--- src/hdl/btc_pkg.sv ---
// Shared types, constants and codes for the button tap classifier.
package btc_pkg;

  localparam int TIME_BITS = 16;
  localparam int CFG_BITS  = 16;
  localparam int TAP_BITS  = 8;
  localparam int ADDR_BITS = 4;
  localparam int DATA_BITS = 32;

  localparam logic [1:0] EV_NONE   = 2'd0;
  localparam logic [1:0] EV_SINGLE = 2'd1;
  localparam logic [1:0] EV_DOUBLE = 2'd2;
  localparam logic [1:0] EV_LONG   = 2'd3;

  localparam logic [1:0] REG_DEBOUNCE   = 2'd0;
  localparam logic [1:0] REG_LONG_PRESS = 2'd1;
  localparam logic [1:0] REG_MULTI_TAP  = 2'd2;

  localparam logic [CFG_BITS-1:0] DEBOUNCE_RST   = 16'd50;
  localparam logic [CFG_BITS-1:0] LONG_PRESS_RST = 16'd3000;
  localparam logic [CFG_BITS-1:0] MULTI_TAP_RST  = 16'd400;

  localparam logic ACT_TICK = 1'b0;
  localparam logic ACT_PIN  = 1'b1;

  typedef struct packed {
    logic action;
    logic pin_level;
  } cmd_t;

  typedef struct packed {
    logic [1:0] event_code;
    logic       held;
  } evt_t;

  typedef struct packed {
    logic [CFG_BITS-1:0] debounce_ms;
    logic [CFG_BITS-1:0] long_press_ms;
    logic [CFG_BITS-1:0] multi_tap_ms;
  } cfg_t;

endpackage

--- src/hdl/button_tap_classifier_top.sv ---
// Top level: register port, classifier core and result register with skid stage.
//
//   channel  | handshake                  | payload
//   ---------+----------------------------+--------------------------------
//   cmd      | cmd_valid / cmd_stall      | cmd.action, cmd.pin_level
//   evt      | evt_valid / evt_stall      | evt.event_code, evt.held
//   apb      | psel, penable, pready      | paddr, pwdata, prdata
//
// One request per cycle while cmd_stall is low; each result is registered in evt or skid.
// The core state update is a single pass of compares and increments.
// A skid stage holds one result while evt is stalled; cmd_stall rises only when it is full.
// Synchronous reset clears the core state, both valid flags and the registers to defaults.
module button_tap_classifier_top (
  input  logic                            clk,
  input  logic                            rst,
  input  logic                            psel,
  input  logic                            penable,
  input  logic                            pwrite,
  input  logic [btc_pkg::ADDR_BITS-1:0]   paddr,
  input  logic [btc_pkg::DATA_BITS-1:0]   pwdata,
  output logic [btc_pkg::DATA_BITS-1:0]   prdata,
  output logic                            pready,
  input  logic                            cmd_valid,
  output logic                            cmd_stall,
  input  btc_pkg::cmd_t                   cmd,
  output logic                            evt_valid,
  input  logic                            evt_stall,
  output btc_pkg::evt_t                   evt
);

  btc_pkg::cfg_t cfg;
  btc_pkg::evt_t res;
  btc_pkg::evt_t skid;
  logic          skid_valid;
  logic          accept;
  logic          wr_en;
  logic [1:0]    reg_sel;

  assign pready  = 1'b1;
  assign reg_sel = paddr[btc_pkg::ADDR_BITS-1:2];
  assign wr_en   = psel && penable && pwrite;

  always_ff @(posedge clk) begin
    if (rst) begin
      cfg.debounce_ms   <= btc_pkg::DEBOUNCE_RST;
      cfg.long_press_ms <= btc_pkg::LONG_PRESS_RST;
      cfg.multi_tap_ms  <= btc_pkg::MULTI_TAP_RST;
    end else if (wr_en) begin
      case (reg_sel)
        btc_pkg::REG_DEBOUNCE:   cfg.debounce_ms   <= pwdata[btc_pkg::CFG_BITS-1:0];
        btc_pkg::REG_LONG_PRESS: cfg.long_press_ms <= pwdata[btc_pkg::CFG_BITS-1:0];
        btc_pkg::REG_MULTI_TAP:  cfg.multi_tap_ms  <= pwdata[btc_pkg::CFG_BITS-1:0];
        default: ;
      endcase
    end
  end

  always_comb begin
    unique case (reg_sel)
      btc_pkg::REG_DEBOUNCE:   prdata = btc_pkg::DATA_BITS'(cfg.debounce_ms);
      btc_pkg::REG_LONG_PRESS: prdata = btc_pkg::DATA_BITS'(cfg.long_press_ms);
      btc_pkg::REG_MULTI_TAP:  prdata = btc_pkg::DATA_BITS'(cfg.multi_tap_ms);
      default:                 prdata = '0;
    endcase
  end

  assign cmd_stall = skid_valid;
  assign accept    = cmd_valid && !skid_valid;

  btc_core u_core (
    .clk (clk),
    .rst (rst),
    .en  (accept),
    .cmd (cmd),
    .cfg (cfg),
    .res (res)
  );

  always_ff @(posedge clk) begin
    if (rst) begin
      evt_valid  <= 1'b0;
      skid_valid <= 1'b0;
    end else if (evt_valid && evt_stall) begin
      if (accept) begin
        skid_valid <= 1'b1;
      end
    end else if (skid_valid) begin
      evt_valid  <= 1'b1;
      skid_valid <= 1'b0;
    end else begin
      evt_valid <= accept;
    end
  end

  always_ff @(posedge clk) begin
    if (evt_valid && evt_stall) begin
      if (accept) begin
        skid <= res;
      end
    end else if (skid_valid) begin
      evt <= skid;
    end else if (accept) begin
      evt <= res;
    end
  end

endmodule

--- src/hdl/btc_core.sv ---
// Debounce state, elapsed-time counters and tap classification for one request.
module btc_core (
  input  logic            clk,
  input  logic            rst,
  input  logic            en,
  input  btc_pkg::cmd_t   cmd,
  input  btc_pkg::cfg_t   cfg,
  output btc_pkg::evt_t   res
);

  localparam logic [btc_pkg::TAP_BITS-1:0] TAP_ONE = btc_pkg::TAP_BITS'(1);
  localparam logic [btc_pkg::TAP_BITS-1:0] TAP_TWO = btc_pkg::TAP_BITS'(2);

  logic                            button_down, button_down_next;
  logic                            long_fired, long_fired_next;
  logic [btc_pkg::TAP_BITS-1:0]    tap_count, tap_count_next;
  logic [btc_pkg::TIME_BITS-1:0]   since_press, since_press_next;
  logic [btc_pkg::TIME_BITS-1:0]   since_release, since_release_next;
  logic [btc_pkg::TIME_BITS-1:0]   press_inc, release_inc;
  logic [1:0]                      ev;
  logic                            pressed;

  assign press_inc   = (since_press == '1) ? since_press : since_press + 1'b1;
  assign release_inc = (since_release == '1) ? since_release : since_release + 1'b1;
  assign pressed     = !cmd.pin_level;

  always_comb begin
    button_down_next   = button_down;
    long_fired_next    = long_fired;
    tap_count_next     = tap_count;
    since_press_next   = since_press;
    since_release_next = since_release;
    ev                 = btc_pkg::EV_NONE;
    if (cmd.action == btc_pkg::ACT_PIN) begin
      if (pressed && !button_down) begin
        if (since_release > btc_pkg::TIME_BITS'(cfg.debounce_ms)) begin
          button_down_next = 1'b1;
          since_press_next = '0;
        end
      end else if (!pressed && button_down) begin
        if (since_press > btc_pkg::TIME_BITS'(cfg.debounce_ms)) begin
          button_down_next   = 1'b0;
          since_release_next = '0;
          if (tap_count != '1) begin
            tap_count_next = tap_count + 1'b1;
          end
        end
      end
    end else begin
      since_press_next   = press_inc;
      since_release_next = release_inc;
      if (button_down && !long_fired &&
          press_inc >= btc_pkg::TIME_BITS'(cfg.long_press_ms)) begin
        long_fired_next = 1'b1;
        tap_count_next  = '0;
        ev              = btc_pkg::EV_LONG;
      end
      if (!button_down && long_fired) begin
        long_fired_next = 1'b0;
      end
      if (tap_count_next != '0 && !button_down &&
          release_inc > btc_pkg::TIME_BITS'(cfg.multi_tap_ms)) begin
        if (tap_count_next == TAP_ONE) begin
          ev = btc_pkg::EV_SINGLE;
        end else if (tap_count_next == TAP_TWO) begin
          ev = btc_pkg::EV_DOUBLE;
        end
        tap_count_next = '0;
      end
    end
  end

  assign res.event_code = ev;
  assign res.held       = button_down_next;

  always_ff @(posedge clk) begin
    if (rst) begin
      button_down   <= 1'b0;
      long_fired    <= 1'b0;
      tap_count     <= '0;
      since_press   <= '0;
      since_release <= '0;
    end else if (en) begin
      button_down   <= button_down_next;
      long_fired    <= long_fired_next;
      tap_count     <= tap_count_next;
      since_press   <= since_press_next;
      since_release <= since_release_next;
    end
  end

endmodule

--- config.mk ---
export PLATFORM = sky130hd
export DESIGN_NAME = button_tap_classifier_top
export DESIGN_NICKNAME = d
export VERILOG_FILES = /design/src/hdl/btc_pkg.sv /design/src/hdl/button_tap_classifier_top.sv /design/src/hdl/btc_core.sv
export SDC_FILE = /design/constraint.sdc
export NUM_CORES = 1
export LEC_CHECK = 0
export BUFFER_PORTS_ARGS = -buffer_cell sky130_fd_sc_hd__buf_4
export CORE_AREA = 10 10 133 135
export CTS_CLUSTER_DIAMETER = 100
export DETAILED_ROUTE_END_ITERATION = 8
export DIE_AREA = 0 0 143 145
export PLACE_DENSITY_LB_ADDON = 0.3
export SYNTH_ARGS = -nofsm -noshare
export SYNTH_HDL_FRONTEND = slang
export SYNTH_SLANG_ARGS = --single-unit
--- constraint.sdc ---
create_clock -name clk -period 8.9 [get_ports clk]
set_input_delay 1.78 -clock clk [delete_from_list [all_inputs] [get_ports clk]]
set_output_delay 1.78 -clock clk [all_outputs]
set_load 0.01 [all_outputs]
==> results of run 1 <==
## cells by family after synthesis
logic type	synth area share
buf+inv	0.0744
other cells	0.00114
compound gates	0.200
xor+xnor	0.0266
simple gates	0.227
flops	0.307
mux	0.0374
fa+ha+maj	0.127
## power by group
group,switching (W),internal [W],leakage [nW]
Combinational,0.0000574,0.0000315,2.03
Clock,0.000177,0.000234,0.142
Sequential,0.00000620,0.000449,0.802
## Yosys cell counts (17+ instances only)
cell type	instances	area (µm²)
a21oi_1	67	335
buf_4	17	128
clkbuf_1	28	105
dfxtp_1	92	1840
ha_1	67	838
inv_1	59	221
mux2i_1	19	190
nand2_1	149	559
nand3_1	25	125
nand4_1	20	125
nor2_1	39	146
nor3_1	17	85.1
o211ai_1	19	143
o21ai_1	28	140
## worst paths after layout
check | start | endpoint | depth (start not counted)
worst min register to register | cfg[38]$_SDFFE_PP0P_ | cfg[38]$_SDFFE_PP0P_ | 2
worst min-delay path | cfg[38]$_SDFFE_PP0P_ | cfg[38]$_SDFFE_PP0P_ | 2
worst max-delay path | paddr[2] | prdata[6] | 5
worst max register to register | u_core.since_press[1]$_SDFFE_PP0P_ | u_core.tap_count[1]$_SDFFE_PP0P_ | 15
## sequential cells by signal, indices dropped and copies added, names as in the netlist
signal,cells
evt_valid,1
skid,3
u_core.button_down,1
u_core.since_press,16
u_core.long_fired,1
u_core.since_release,16
evt,3
cfg,48
cmd_stall,1
u_core.tap_count,8
## critical path: stages
cell	delay, ns
buf_4	0.21
nor2b_1	0.93
nand2_1	0.12
o21ai_1	0.17
buf_4	0.16
## per-layer routing
metal | global-route usage | wire length [µm] | vias to the layer above
met5 | 0 | 0 | -
met4 | 0.0645 | 494 | 0
met3 | 0.0290 | 838 | 27
met2 | 0.281 | 8750 | 167
met1 | 0.243 | 8830 | 2737
li1 | - | - | 2994
## per-stage QoR
stage	hold slack, ns	instances	util	instance area [µm²]	power (W)
3_5_place_dp	0.467	1037	0.466	7000	0.000552
3_3_place_gp	0.459	1037	0.466	7000	0.000552
4_1_cts	0.478	1052	0.486	7310	0.000959
2_1_floorplan	0.449	851	-	6650	0.000521
6_report	0.477	1052	0.486	7310	0.000955
5_1_grt	0.498	1052	0.486	7310	0.000988
## area by class of cell
type,count,share of cell area
clock buffer,10,0.0342
multi-input combinational,641,0.567
timing repair buffer,50,0.0513
inverter,60,0.0308
tap,188,0.0322
clock inverter,5,0.00838
sequential,98,0.276
==> metrics.md, run 1 <==
| Metric | Value |
|---|---|
| Initial DRC count | `just under 500` |
| Antenna fix cells | `0` |
| Global Route Usage Sum | `0.180` |
| Register area | `a little over 2000 µm²` |
| Final ANT Viol Nets | `0` |
| Synth Instances | `about 840` |
| Die area | `20,700 µm²` |
| Num CTS Buffers | `9` |
| Cell area after synthesis | `~6600 µm²` |
| Clock period minus worst slack | `5.16 ns` |
| Final worst path period share | `0.580` |
| Worst-path fanout max | `21` |
| Slew Limit Headroom | `0.234` |
| Pleak | `~3 nW` |
| Syn avg cell area | `7.88 µm²` |
| CP Capture Type | `primary output` |
| Max IR drop VDD | `0.0911 mV` |
| Root buffer cell | `clkbuf_16` |
| Residual DRC | `0` |
| Highest clock rate | `between 0.15 and 0.2 GHz` |
| Max clock buf depth | `2` |
| Chip Height | `roughly 150 µm` |
| Seq/Total Area, Yosys | `0.307` |
| Total Neg Setup Slack | `0 ns` |
| Post-synth EDFFs | `6` |
| Setup bufs post-CTS | `0` |
| Maximum number of pins on one net before global-route repair | `64` |
| Cell variety after synth | `between 70 and 80` |
| R2r setup slk | `4.54 ns` |
| # fillers | `roughly 1,500` |
| Setup crit start kind | `input port` |
| Total grt overflow | `0` |
| Most frequent cells in the layout | `nand2_1, dfxtp_1, a21oi_1, ha_1, inv_1` |
| Chip Width | `around 140 µm` |
| Hold Path Class | `flip-flop to flip-flop` |
| Multi-input logic area | `4140 µm²` |
| CP required | `7.12 ns` |
| TritonRoute pass-1 iters | `6` |
| Pins over their slew limit | `0` |
| Vias per Instance | `about 5.6` |
| #FFs+latches synth | `approximately 100` |
| Slew @ Worst Pin | `~1.1 ns` |
| CTS tree | `yes` |
| Layout cells sized above 1 | `0.102` |
| CTS Hold Bufs | `0` |
| Clk_skew | `between 0.01 and 0.015 ns` |
| CTS clk-pin slew, worst paths | `around 0.070 ns` |
| H-tree Lvls | `3` |
| Worst-skew pair later-pin latency | `roughly 0.36 ns` |
| Final hold viol count | `0` |
| Setup violators final | `0` |
| HPWL Detailed | `14,700 µm` |
| Area Overhead vs Synth | `11.0%` |
| RSZ-0062 raised after global routing | `false` |
| Max Cap Viol | `0` |
| WP data arrival | `3.38 ns` |
| Vias in the first global route | `between 5,000 and 6,000` |
| Power per cell area | `approximately 130 nW/µm²` |
| Final net count | `around 1,000` |
| Core outline area | `15,000 µm²` |
| Synthesis Warnings | `0` |
| Std-Cell Rows | `between 40 and 50` |
| Final WL | `between 15,000 and 20,000 µm` |
| Most common flop cell mapped by yosys | `dfxtp_1` |
| Initial antenna violation count | `0` |
| First-pass GRT wire length | `roughly 30,000 µm` |
| Resized cells post-CTS | `0` |
| Final worst slack | `roughly 3.7 ns` |
| IO Count | `83` |
| # clock sinks | `just under 100` |
| Status | `completed` |
| WS Path Type | `input port to primary output` |
| Vias | `about 5,900` |
| Initial Util | `0.438` |
| Port bufs | `47` |
| Routability cong. | `between 0.9 and 1` |
| Worst slack, placed | `3.78 ns` |
| Routed WL per cell | `18.0 µm` |
| FFs w/ async S/R, synth | `0` |
| Commonest non-fill, non-tap cell in the layout | `nand2_1` |
(Power assumes the default switching activity.)
==> run 2: changes to the inputs <==
==> constraint.sdc (replaced) <==
create_clock -name clk -period 4.2 [get_ports clk]
set_input_delay 0.84 -clock clk [delete_from_list [all_inputs] [get_ports clk]]
set_output_delay 0.84 -clock clk [all_outputs]
set_load 0.01 [all_outputs]
==> run 2 against run 1 <==
  * Via count rose by 1.2%
  * Critical endpoint is now u_core.tap_count[0]$_SDFFE_PP0P_
  * Worst hold slack got worse by 0.0054 ns
  * Clock power rose by 110%
==> metrics.md, run 2 (synthesis gave the netlist of run 1 again) <==
| Metric | Value |
|---|---|
| Placed Area | `7100 µm² (was 7000 µm²)` |
| CTS tree | `yes (unchanged)` |
| Multi-input logic area | `4150 µm² (was 4140 µm²)` |
| Layout cells sized above 1 | `0.119 (was 0.102)` |
| Initial Util | `0.438 (unchanged)` |
| Most frequent cells in the layout | `nand2_1, dfxtp_1, a21oi_1 (was nand2_1, dfxtp_1, a21oi_1, ha_1, inv_1)` |
| Vias in the first global route | `5,563 (was 5,449)` |
| WS Path Type | `flip-flop to flip-flop (was input port to primary output)` |
| Hold Path Class | `flip-flop to flip-flop (unchanged)` |
| CP required | `4.42 ns (was 7.12 ns)` |
| Max Cap Viol | `0 (unchanged)` |
| Largest regs | `cfg: 48 flops, u_core.since_press: 16 flops, u_core.since_release: 16 flops (unchanged)` |
| Max clock buf depth | `2 (unchanged)` |
| Vias | `5,999 (was 5,925)` |
| Clk_skew | `0.0114 ns (was 0.0122 ns)` |
| Status | `completed (unchanged)` |
| Routability cong. | `0.895 (was 0.938)` |
| Slew @ Worst Pin | `0.747 ns (was 1.15 ns)` |
| NetSw | `0.000542 W (was 0.000240 W)` |
| Final net count | `986 (was 972)` |
| H-tree Lvls | `3 (unchanged)` |
| Chip Height | `145 µm (unchanged)` |
| Sequential power share | `0.473 (was 0.476)` |
| Commonest non-fill, non-tap cell in the layout | `nand2_1 (unchanged)` |
| Total Neg Setup Slack | `0 ns (unchanged)` |
| Vias per Instance | `5.62 (was 5.63)` |
| HPWL Detailed | `14,700 µm (about the same)` |
| Root buffer cell | `clkbuf_16 (unchanged)` |
| Pleak | `3.05 nW (was 2.98 nW)` |
| Routed WL per cell | `17.9 µm (was 18.0 µm)` |
| Pins over their slew limit | `0 (unchanged)` |
| Area Overhead vs Synth | `12.7% (was 11.0%)` |
| Total grt overflow | `0 (unchanged)` |
| Highest clock rate | `about 0.25 GHz` |
| Core outline area | `15,000 µm² (unchanged)` |
| TritonRoute pass-1 iters | `5 (was 6)` |
| Largest Register | `cfg (unchanged)` |
| Comb power frac | `0.095 (was 0.093)` |
| Initial DRC count | `591 (was 492)` |
| Final worst path period share | `0.940` |
| Util after Layout | `0.494 (was 0.486)` |
| Power per cell area | `274 nW/µm² (was 131 nW/µm²)` |
| R2r setup slk | `0.25 ns (was 4.54 ns)` |
| Chip Width | `143 µm (unchanged)` |
| Clock power share | `0.432 (was 0.431)` |
| Clock period minus worst slack | `~3.9 ns` |
| Final WL | `19,100 µm (was 18,900 µm)` |
| Port bufs | `47 (unchanged)` |
| P_int | `0.00149 W (was 0.000715 W)` |
| CP Capture Type | `flip-flop (was primary output)` |
| # clock sinks | `98 (unchanged)` |
| Maximum number of pins on one net before global-route repair | `64 (unchanged)` |
| Num CTS Buffers | `9 (unchanged)` |
| RSZ-0062 raised after global routing | `false (unchanged)` |
| Worst-skew pair later-pin latency | `0.36 ns (about the same)` |
| Initial antenna violation count | `0 (unchanged)` |
| Final ANT Viol Nets | `0 (unchanged)` |
| Std-Cell Rows | `45 (unchanged)` |
| IO Count | `83 (unchanged)` |
| Max reg flops | `48 (unchanged)` |
| Setup crit start kind | `flip-flop (was input port)` |
| Final hold viol count | `0 (unchanged)` |
| Post-Layout Cell Count | `1,067 (was 1,052)` |
| Max IR drop VDD | `0.182 mV (was 0.0911 mV)` |
| Slew Limit Headroom | `0.500 (was 0.234)` |
| Residual DRC | `0 (unchanged)` |
| Worst-path fanout max | `8 (was 21)` |
| Finished Cell Area | `7420 µm² (was 7310 µm²)` |
| Dpl cells | `1,050 (was 1,037)` |
| Global Route Usage Sum | `0.184 (was 0.180)` |
| First-pass GRT wire length | `30,400 µm (was 29,700 µm)` |
| Setup violators final | `0 (unchanged)` |
| Switching part of the total power | `0.266 (was 0.252)` |
| CTS clk-pin slew, worst paths | `0.08 ns (was 0.07 ns)` |
| WP data arrival | `4.17 ns (was 3.38 ns)` |
| Register area | `2020 µm² (unchanged)` |
| Antenna fix cells | `0 (unchanged)` |
| Die area | `20,700 µm² (unchanged)` |
| # fillers | `1,505 (was 1,489)` |
| CTS Hold Bufs | `0 (unchanged)` |
## run 2: routing by layer
layer	up-vias	part of all wire	global-route usage
li1	3024	-	-
met1	2783	0.46	0.252
met2	160	0.46	0.283
met3	32	0.048	0.0241
met4	0	0.024	0.0728
met5	-	0	0
## run 2: layout make-up
| class | instances | share of cell area |
|---|---|---|
| multi-input combinational | 641 | 0.559 |
| clock inverter | 7 | 0.0115 |
| timing repair buffer | 64 | 0.0647 |
| sequential | 98 | 0.272 |
| clock buffer | 9 | 0.0303 |
| inverter | 60 | 0.0303 |
| tap | 188 | 0.0317 |
## run 2: path summary, 6_finish.rpt
check / startpoint / endpoint / cells after the start
setup / recovery: u_core.since_release[1]$_SDFFE_PP0P_ / u_core.tap_count[0]$_SDFFE_PP0P_ / 14
hold / removal: cfg[39]$_SDFFE_PP0P_ / cfg[39]$_SDFFE_PP0P_ / 2
setup reg to reg: u_core.since_release[1]$_SDFFE_PP0P_ / u_core.tap_count[0]$_SDFFE_PP0P_ / 14
hold reg to reg: cfg[39]$_SDFFE_PP0P_ / cfg[39]$_SDFFE_PP0P_ / 2
## run 2: what timing repair did
action / 4_1_cts / 5_1_grt
resized for setup: 0 / 2
setup buffers: 0 / 1
setup endpoints to repair: 0 / 8
## run 2: through the flow
step	power (W)	hold WS (ns)	setup WS (ns)
finish	0.00203	0.471	0.250
global route	0.00210	0.488	0.00983
CTS	0.00204	0.470	0.129
detailed placement	0.00117	0.459	0.176
global placement	0.00117	0.458	0.217
floorplan	0.00110	0.449	0.566
## run 2: worst max-delay path: stages (launching register included)
cell and delay, ns:
dfxtp_1 0.47, ha_1 0.29, nand3_1 0.24, or3_1 0.51, nand4_1 0.16, xnor2_1 0.13, ha_1 0.32, nand4_1 0.10
nor4_1 0.41, o21ai_0 0.17, a31oi_1 0.22, buf_4 0.16, or3_4 0.13, a2bb2oi_2 0.35, mux2i_1 0.14
## run 2: power groups by stage
stage	logic [W]	registers [W]	clock network [W]
3_3_place_gp	0.000190	0.000983	0
4_1_cts	0.000191	0.000962	0.000886
3_5_place_dp	0.000190	0.000983	0
2_1_floorplan	0.000123	0.000981	0
6_report	0.000193	0.000962	0.000878
5_1_grt	0.000212	0.000963	0.000926
==> run 3: changes to the inputs <==
--- a/config.mk
+++ b/config.mk
@@ -5,11 +5,12 @@
 export SDC_FILE = /design/constraint.sdc
 export NUM_CORES = 1
 export LEC_CHECK = 0
+export ABC_AREA = 1
 export BUFFER_PORTS_ARGS = -buffer_cell sky130_fd_sc_hd__buf_4
-export CORE_AREA = 10 10 133 135
+export CORE_AREA = 10 10 139 129
 export CTS_CLUSTER_DIAMETER = 100
 export DETAILED_ROUTE_END_ITERATION = 8
-export DIE_AREA = 0 0 143 145
+export DIE_AREA = 0 0 149 139
 export PLACE_DENSITY_LB_ADDON = 0.3
 export SYNTH_ARGS = -nofsm -noshare
 export SYNTH_HDL_FRONTEND = slang
==> run 3 against run 2 <==
  * Combinational power grew 81%
  * Non-clock buffer count decreased by 6
  * Sequential power increased by 4%
  * Sequential cell count unchanged
  * Die area down 0.12%
  * Largest cell class unchanged
  * Global-route usage shrank 1.1 points
  * Register-to-register slack gained 0.23 ns
  * Routed wire length shrank 5.6%
  * Clock power fell by 6.2%
  * Sequential share of layout area rose by 0.069 points
  * Total power increased by 6.9%
==> metrics.md, run 3 <==
| Metric | Value |
|---|---|
| Status | `completed (unchanged)` |
| Finished Cell Area | `7410 µm² (was 7420 µm²)` |
| Final ANT Viol Nets | `0 (unchanged)` |
| H-tree Lvls | `3 (unchanged)` |
| Pleak | `3.40 nW (was 3.05 nW)` |
| Resized cells post-CTS | `0 (unchanged)` |
| TritonRoute pass-1 iters | `5 (unchanged)` |
| Placed Area | `7120 µm² (was 7100 µm²)` |
| Synthesis Warnings | `0 (unchanged)` |
| Max reg flops | `48 (unchanged)` |
| Switching part of the total power | `0.302 (was 0.266)` |
| Most common library cells after synthesis | `nand2_1, a21oi_1, inv_1, dfxtp_1, o21ai_0 (was nand2_1, dfxtp_1, a21oi_1, ha_1, inv_1)` |
| # clock sinks | `98 (unchanged)` |
| Initial antenna violation count | `0 (unchanged)` |
| Comb power frac | `0.161 (was 0.095)` |
| Final worst path period share | `0.885 (was 0.940)` |
| WS Path Type | `flip-flop to flip-flop (unchanged)` |
| Sequential power share | `0.460 (was 0.473)` |
| Vias | `6,147 (was 5,999)` |
| Routed WL per cell | `15.3 µm (was 17.9 µm)` |
| Highest clock rate | `0.269 GHz (was 0.253 GHz)` |
| Clock period minus worst slack | `3.72 ns (was 3.95 ns)` |
| Max clock buf depth | `2 (unchanged)` |
| Port bufs | `47 (unchanged)` |
| Chip Height | `139 µm (was 145 µm)` |
| Power per cell area | `293 nW/µm² (was 274 nW/µm²)` |
| Seq/Total Area, Yosys | `0.305 (was 0.307)` |
| CP Capture Type | `flip-flop (unchanged)` |
| Num CTS Buffers | `9 (unchanged)` |
| CP required | `4.43 ns (was 4.42 ns)` |
| Post-synth EDFFs | `6 (unchanged)` |
| Commonest non-fill, non-tap cell in the layout | `nand2_1 (unchanged)` |
| Cell with the most instances after synthesis | `nand2_1 (unchanged)` |
| Setup bufs post-CTS | `0 (unchanged)` |
| Max IR drop VDD | `0.243 mV (was 0.182 mV)` |
| CTS Hold Bufs | `0 (unchanged)` |
| Yosys top cell area share | `0.278 (was 0.279)` |
| Final hold viol count | `0 (unchanged)` |
| Reg2reg path depth | `19 (was 14)` |
| Dpl cells | `1,162 (was 1,050)` |
| Core outline area | `15,100 µm² (was 15,000 µm²)` |
| WP data arrival | `3.95 ns (was 4.17 ns)` |
| Residual DRC | `0 (unchanged)` |
| Hold Path Class | `flip-flop to flip-flop (unchanged)` |
| Most common flop cell mapped by yosys | `dfxtp_1 (unchanged)` |
| Final net count | `1,083 (was 986)` |
| P_int | `0.00152 W (was 0.00149 W)` |
| Most frequent cells in the layout | `nand2_1, a21oi_1, inv_1 (was nand2_1, dfxtp_1, a21oi_1)` |
| Std-Cell Rows | `43 (was 45)` |
| Hold depth | `2 (unchanged)` |
| Max Cap Viol | `0 (unchanged)` |
| Largest regs | `cfg: 48 flops, u_core.since_press: 16 flops, u_core.since_release: 16 flops (unchanged)` |
| FFs w/ async S/R, synth | `0 (unchanged)` |
| Reg-to-reg endpoint | `evt[2]$_DFFE_PP_ (was u_core.tap_count[0]$_SDFFE_PP0P_)` |
| Slew @ Worst Pin | `0.931 ns (was 0.747 ns)` |
| Final worst slack | `0.482 ns (was 0.250 ns)` |
| Cell area after synthesis | `6630 µm² (was 6590 µm²)` |
| Slew Limit Headroom | `0.379 (was 0.500)` |
| Final WL | `18,100 µm (was 19,100 µm)` |
| Vias in the first global route | `5,729 (was 5,563)` |
| Worst slack, placed | `0.560 ns (was 0.176 ns)` |
| Worst flop-to-flop path startpoint | `u_core.since_release[1]$_SDFFE_PP0P_ (unchanged)` |
| Synth Instances | `935 (was 836)` |
| Largest Register | `cfg (unchanged)` |
| Root buffer cell | `clkbuf_16 (unchanged)` |
| Setup violators final | `0 (unchanged)` |
| R2r setup slk | `0.48 ns (was 0.25 ns)` |
| HPWL Detailed | `13,700 µm (was 14,700 µm)` |
| Die area | `20,700 µm² (about the same)` |
| Syn avg cell area | `7.09 µm² (was 7.88 µm²)` |
| Area contributors post-synth | `dfxtp_1, ha_1, nand2_1 (unchanged)` |
| Clk_skew | `0.00696 ns (was 0.0114 ns)` |
| Global Route Usage Sum | `0.173 (was 0.184)` |
| CTS tree | `yes (unchanged)` |
| Total grt overflow | `0 (unchanged)` |
| Routability cong. | `0.902 (was 0.895)` |
| Pins over their slew limit | `0 (unchanged)` |
| Vias per Instance | `5.22 (was 5.62)` |
| Worst-path fanout max | `5 (was 8)` |
| Layout cells sized above 1 | `0.111 (was 0.119)` |
| IO Count | `83 (unchanged)` |
| First-pass GRT wire length | `29,000 µm (was 30,400 µm)` |
| # fillers | `1,513 (was 1,505)` |
| Setup crit start kind | `flip-flop (unchanged)` |
| Maximum number of pins on one net before global-route repair | `68 (was 64)` |
| NetSw | `0.000656 W (was 0.000542 W)` |
| Clock power share | `0.379 (was 0.432)` |
| Worst-skew pair later-pin latency | `0.36 ns (about the same)` |
| #FFs+latches synth | `98 (unchanged)` |
| RSZ-0062 raised after global routing | `false (unchanged)` |
| Min-Delay Startpoint | `cfg[3]$_SDFFE_PP0P_ (was cfg[39]$_SDFFE_PP0P_)` |
| Synth area leader | `dfxtp_1 (unchanged)` |
| Min-Delay Endpoint | `cfg[3]$_SDFFE_PP0P_ (was cfg[39]$_SDFFE_PP0P_)` |
| Initial DRC count | `511 (was 591)` |
| Total Neg Setup Slack | `0 ns (unchanged)` |
| Antenna fix cells | `0 (unchanged)` |
| Initial Util | `0.440 (was 0.438)` |
| CTS clk-pin slew, worst paths | `0.07 ns (was 0.08 ns)` |
| Chip Width | `149 µm (was 143 µm)` |
| Area Overhead vs Synth | `11.7% (was 12.7%)` |
| Cell variety after synth | `52 (was 72)` |
| Post-Layout Cell Count | `1,178 (was 1,067)` |
[run 3: power by group through the flow]
stage | sequential (W) | clock (W) | combinational, W
after floorplan | 0.00102 | 0 | 0.000237
after global placement | 0.00102 | 0 | 0.000341
after detailed placement | 0.00102 | 0 | 0.000345
after CTS | 0.000999 | 0.000840 | 0.000347
after global routing | 0.00100 | 0.000875 | 0.000395
final | 0.00100 | 0.000824 | 0.000349
[run 3: metrics by stage]
step | util | total power, W | hold slack, ns
final | 0.492 | 0.00217 | 0.489
after global routing | 0.492 | 0.00227 | 0.513
after CTS | 0.492 | 0.00219 | 0.488
after detailed placement | 0.473 | 0.00137 | 0.478
after global placement | 0.473 | 0.00136 | 0.463
after floorplan | - | 0.00125 | 0.450
[run 3: metal layers]
layer	track usage	vias to the layer above	wire length (µm)
met5	0	-	0
met4	0.0490	0	361
met3	0.0375	23	833
met2	0.281	145	8450
met1	0.224	2790	8410
li1	-	3189	-
[run 3: area by class of cell]
| type | instances | area (µm²) | area share |
|---|---|---|---|
| inverters | 125 | 469 | 0.0634 |
| clock buffers | 10 | 239 | 0.0323 |
| clock inverters | 6 | 48.8 | 0.00659 |
| multi-input cells | 679 | 3940 | 0.532 |
| flip-flops and latches | 98 | 2020 | 0.273 |
| repair buffers | 58 | 435 | 0.0588 |
| well taps | 202 | 253 | 0.0341 |
[run 3: how the worst max path moves through the flow]
stage / start / end / cells after the start
2_1_floorplan: u_core.since_press[1]$_SDFFE_PP0P_ / skid[2]$_DFFE_PP_ / 24
3_3_place_gp: u_core.since_press[1]$_SDFFE_PP0P_ / evt[2]$_DFFE_PP_ / 21
3_5_place_dp: u_core.since_press[1]$_SDFFE_PP0P_ / evt[2]$_DFFE_PP_ / 22
4_1_cts: u_core.since_release[1]$_SDFFE_PP0P_ / evt[2]$_DFFE_PP_ / 19
5_1_grt: u_core.since_press[1]$_SDFFE_PP0P_ / evt[2]$_DFFE_PP_ / 26
6_report: u_core.since_release[1]$_SDFFE_PP0P_ / evt[2]$_DFFE_PP_ / 19
[run 3: kinds of logic (layout without fill, tap and decap cells)]
family | after synthesis | in the layout | synth area share
AOI/OAI and AO/OA | 241 | 241 | 0.206
xor gates and xnor gates | 15 | 15 | 0.0209
adders and majority gates | 67 | 67 | 0.126
buffers and inverters | 173 | 199 | 0.109
DFF | 98 | 98 | 0.305
other | 2 | 17 | 0.00113
and+or+nand+nor | 339 | 339 | 0.231
[run 3: worst max-delay path, cell delays in order (launching register included)]
cell	delay, ns
dfxtp_1	0.43
ha_1	0.24
nand3_2	0.13
nor3_4	0.18
nand3_2	0.14
nor2_2	0.12
nand2_2	0.08
nor3_4	0.22
nand2_2	0.11
nand3_1	0.08
nand2_1	0.08
ha_1	0.30
nand2_1	0.07
nor3_1	0.34
nand2_1	0.10
a21oi_1	0.39
nand2_1	0.20
o21bai_1	0.20
nand3_1	0.09
nand2_1	0.10
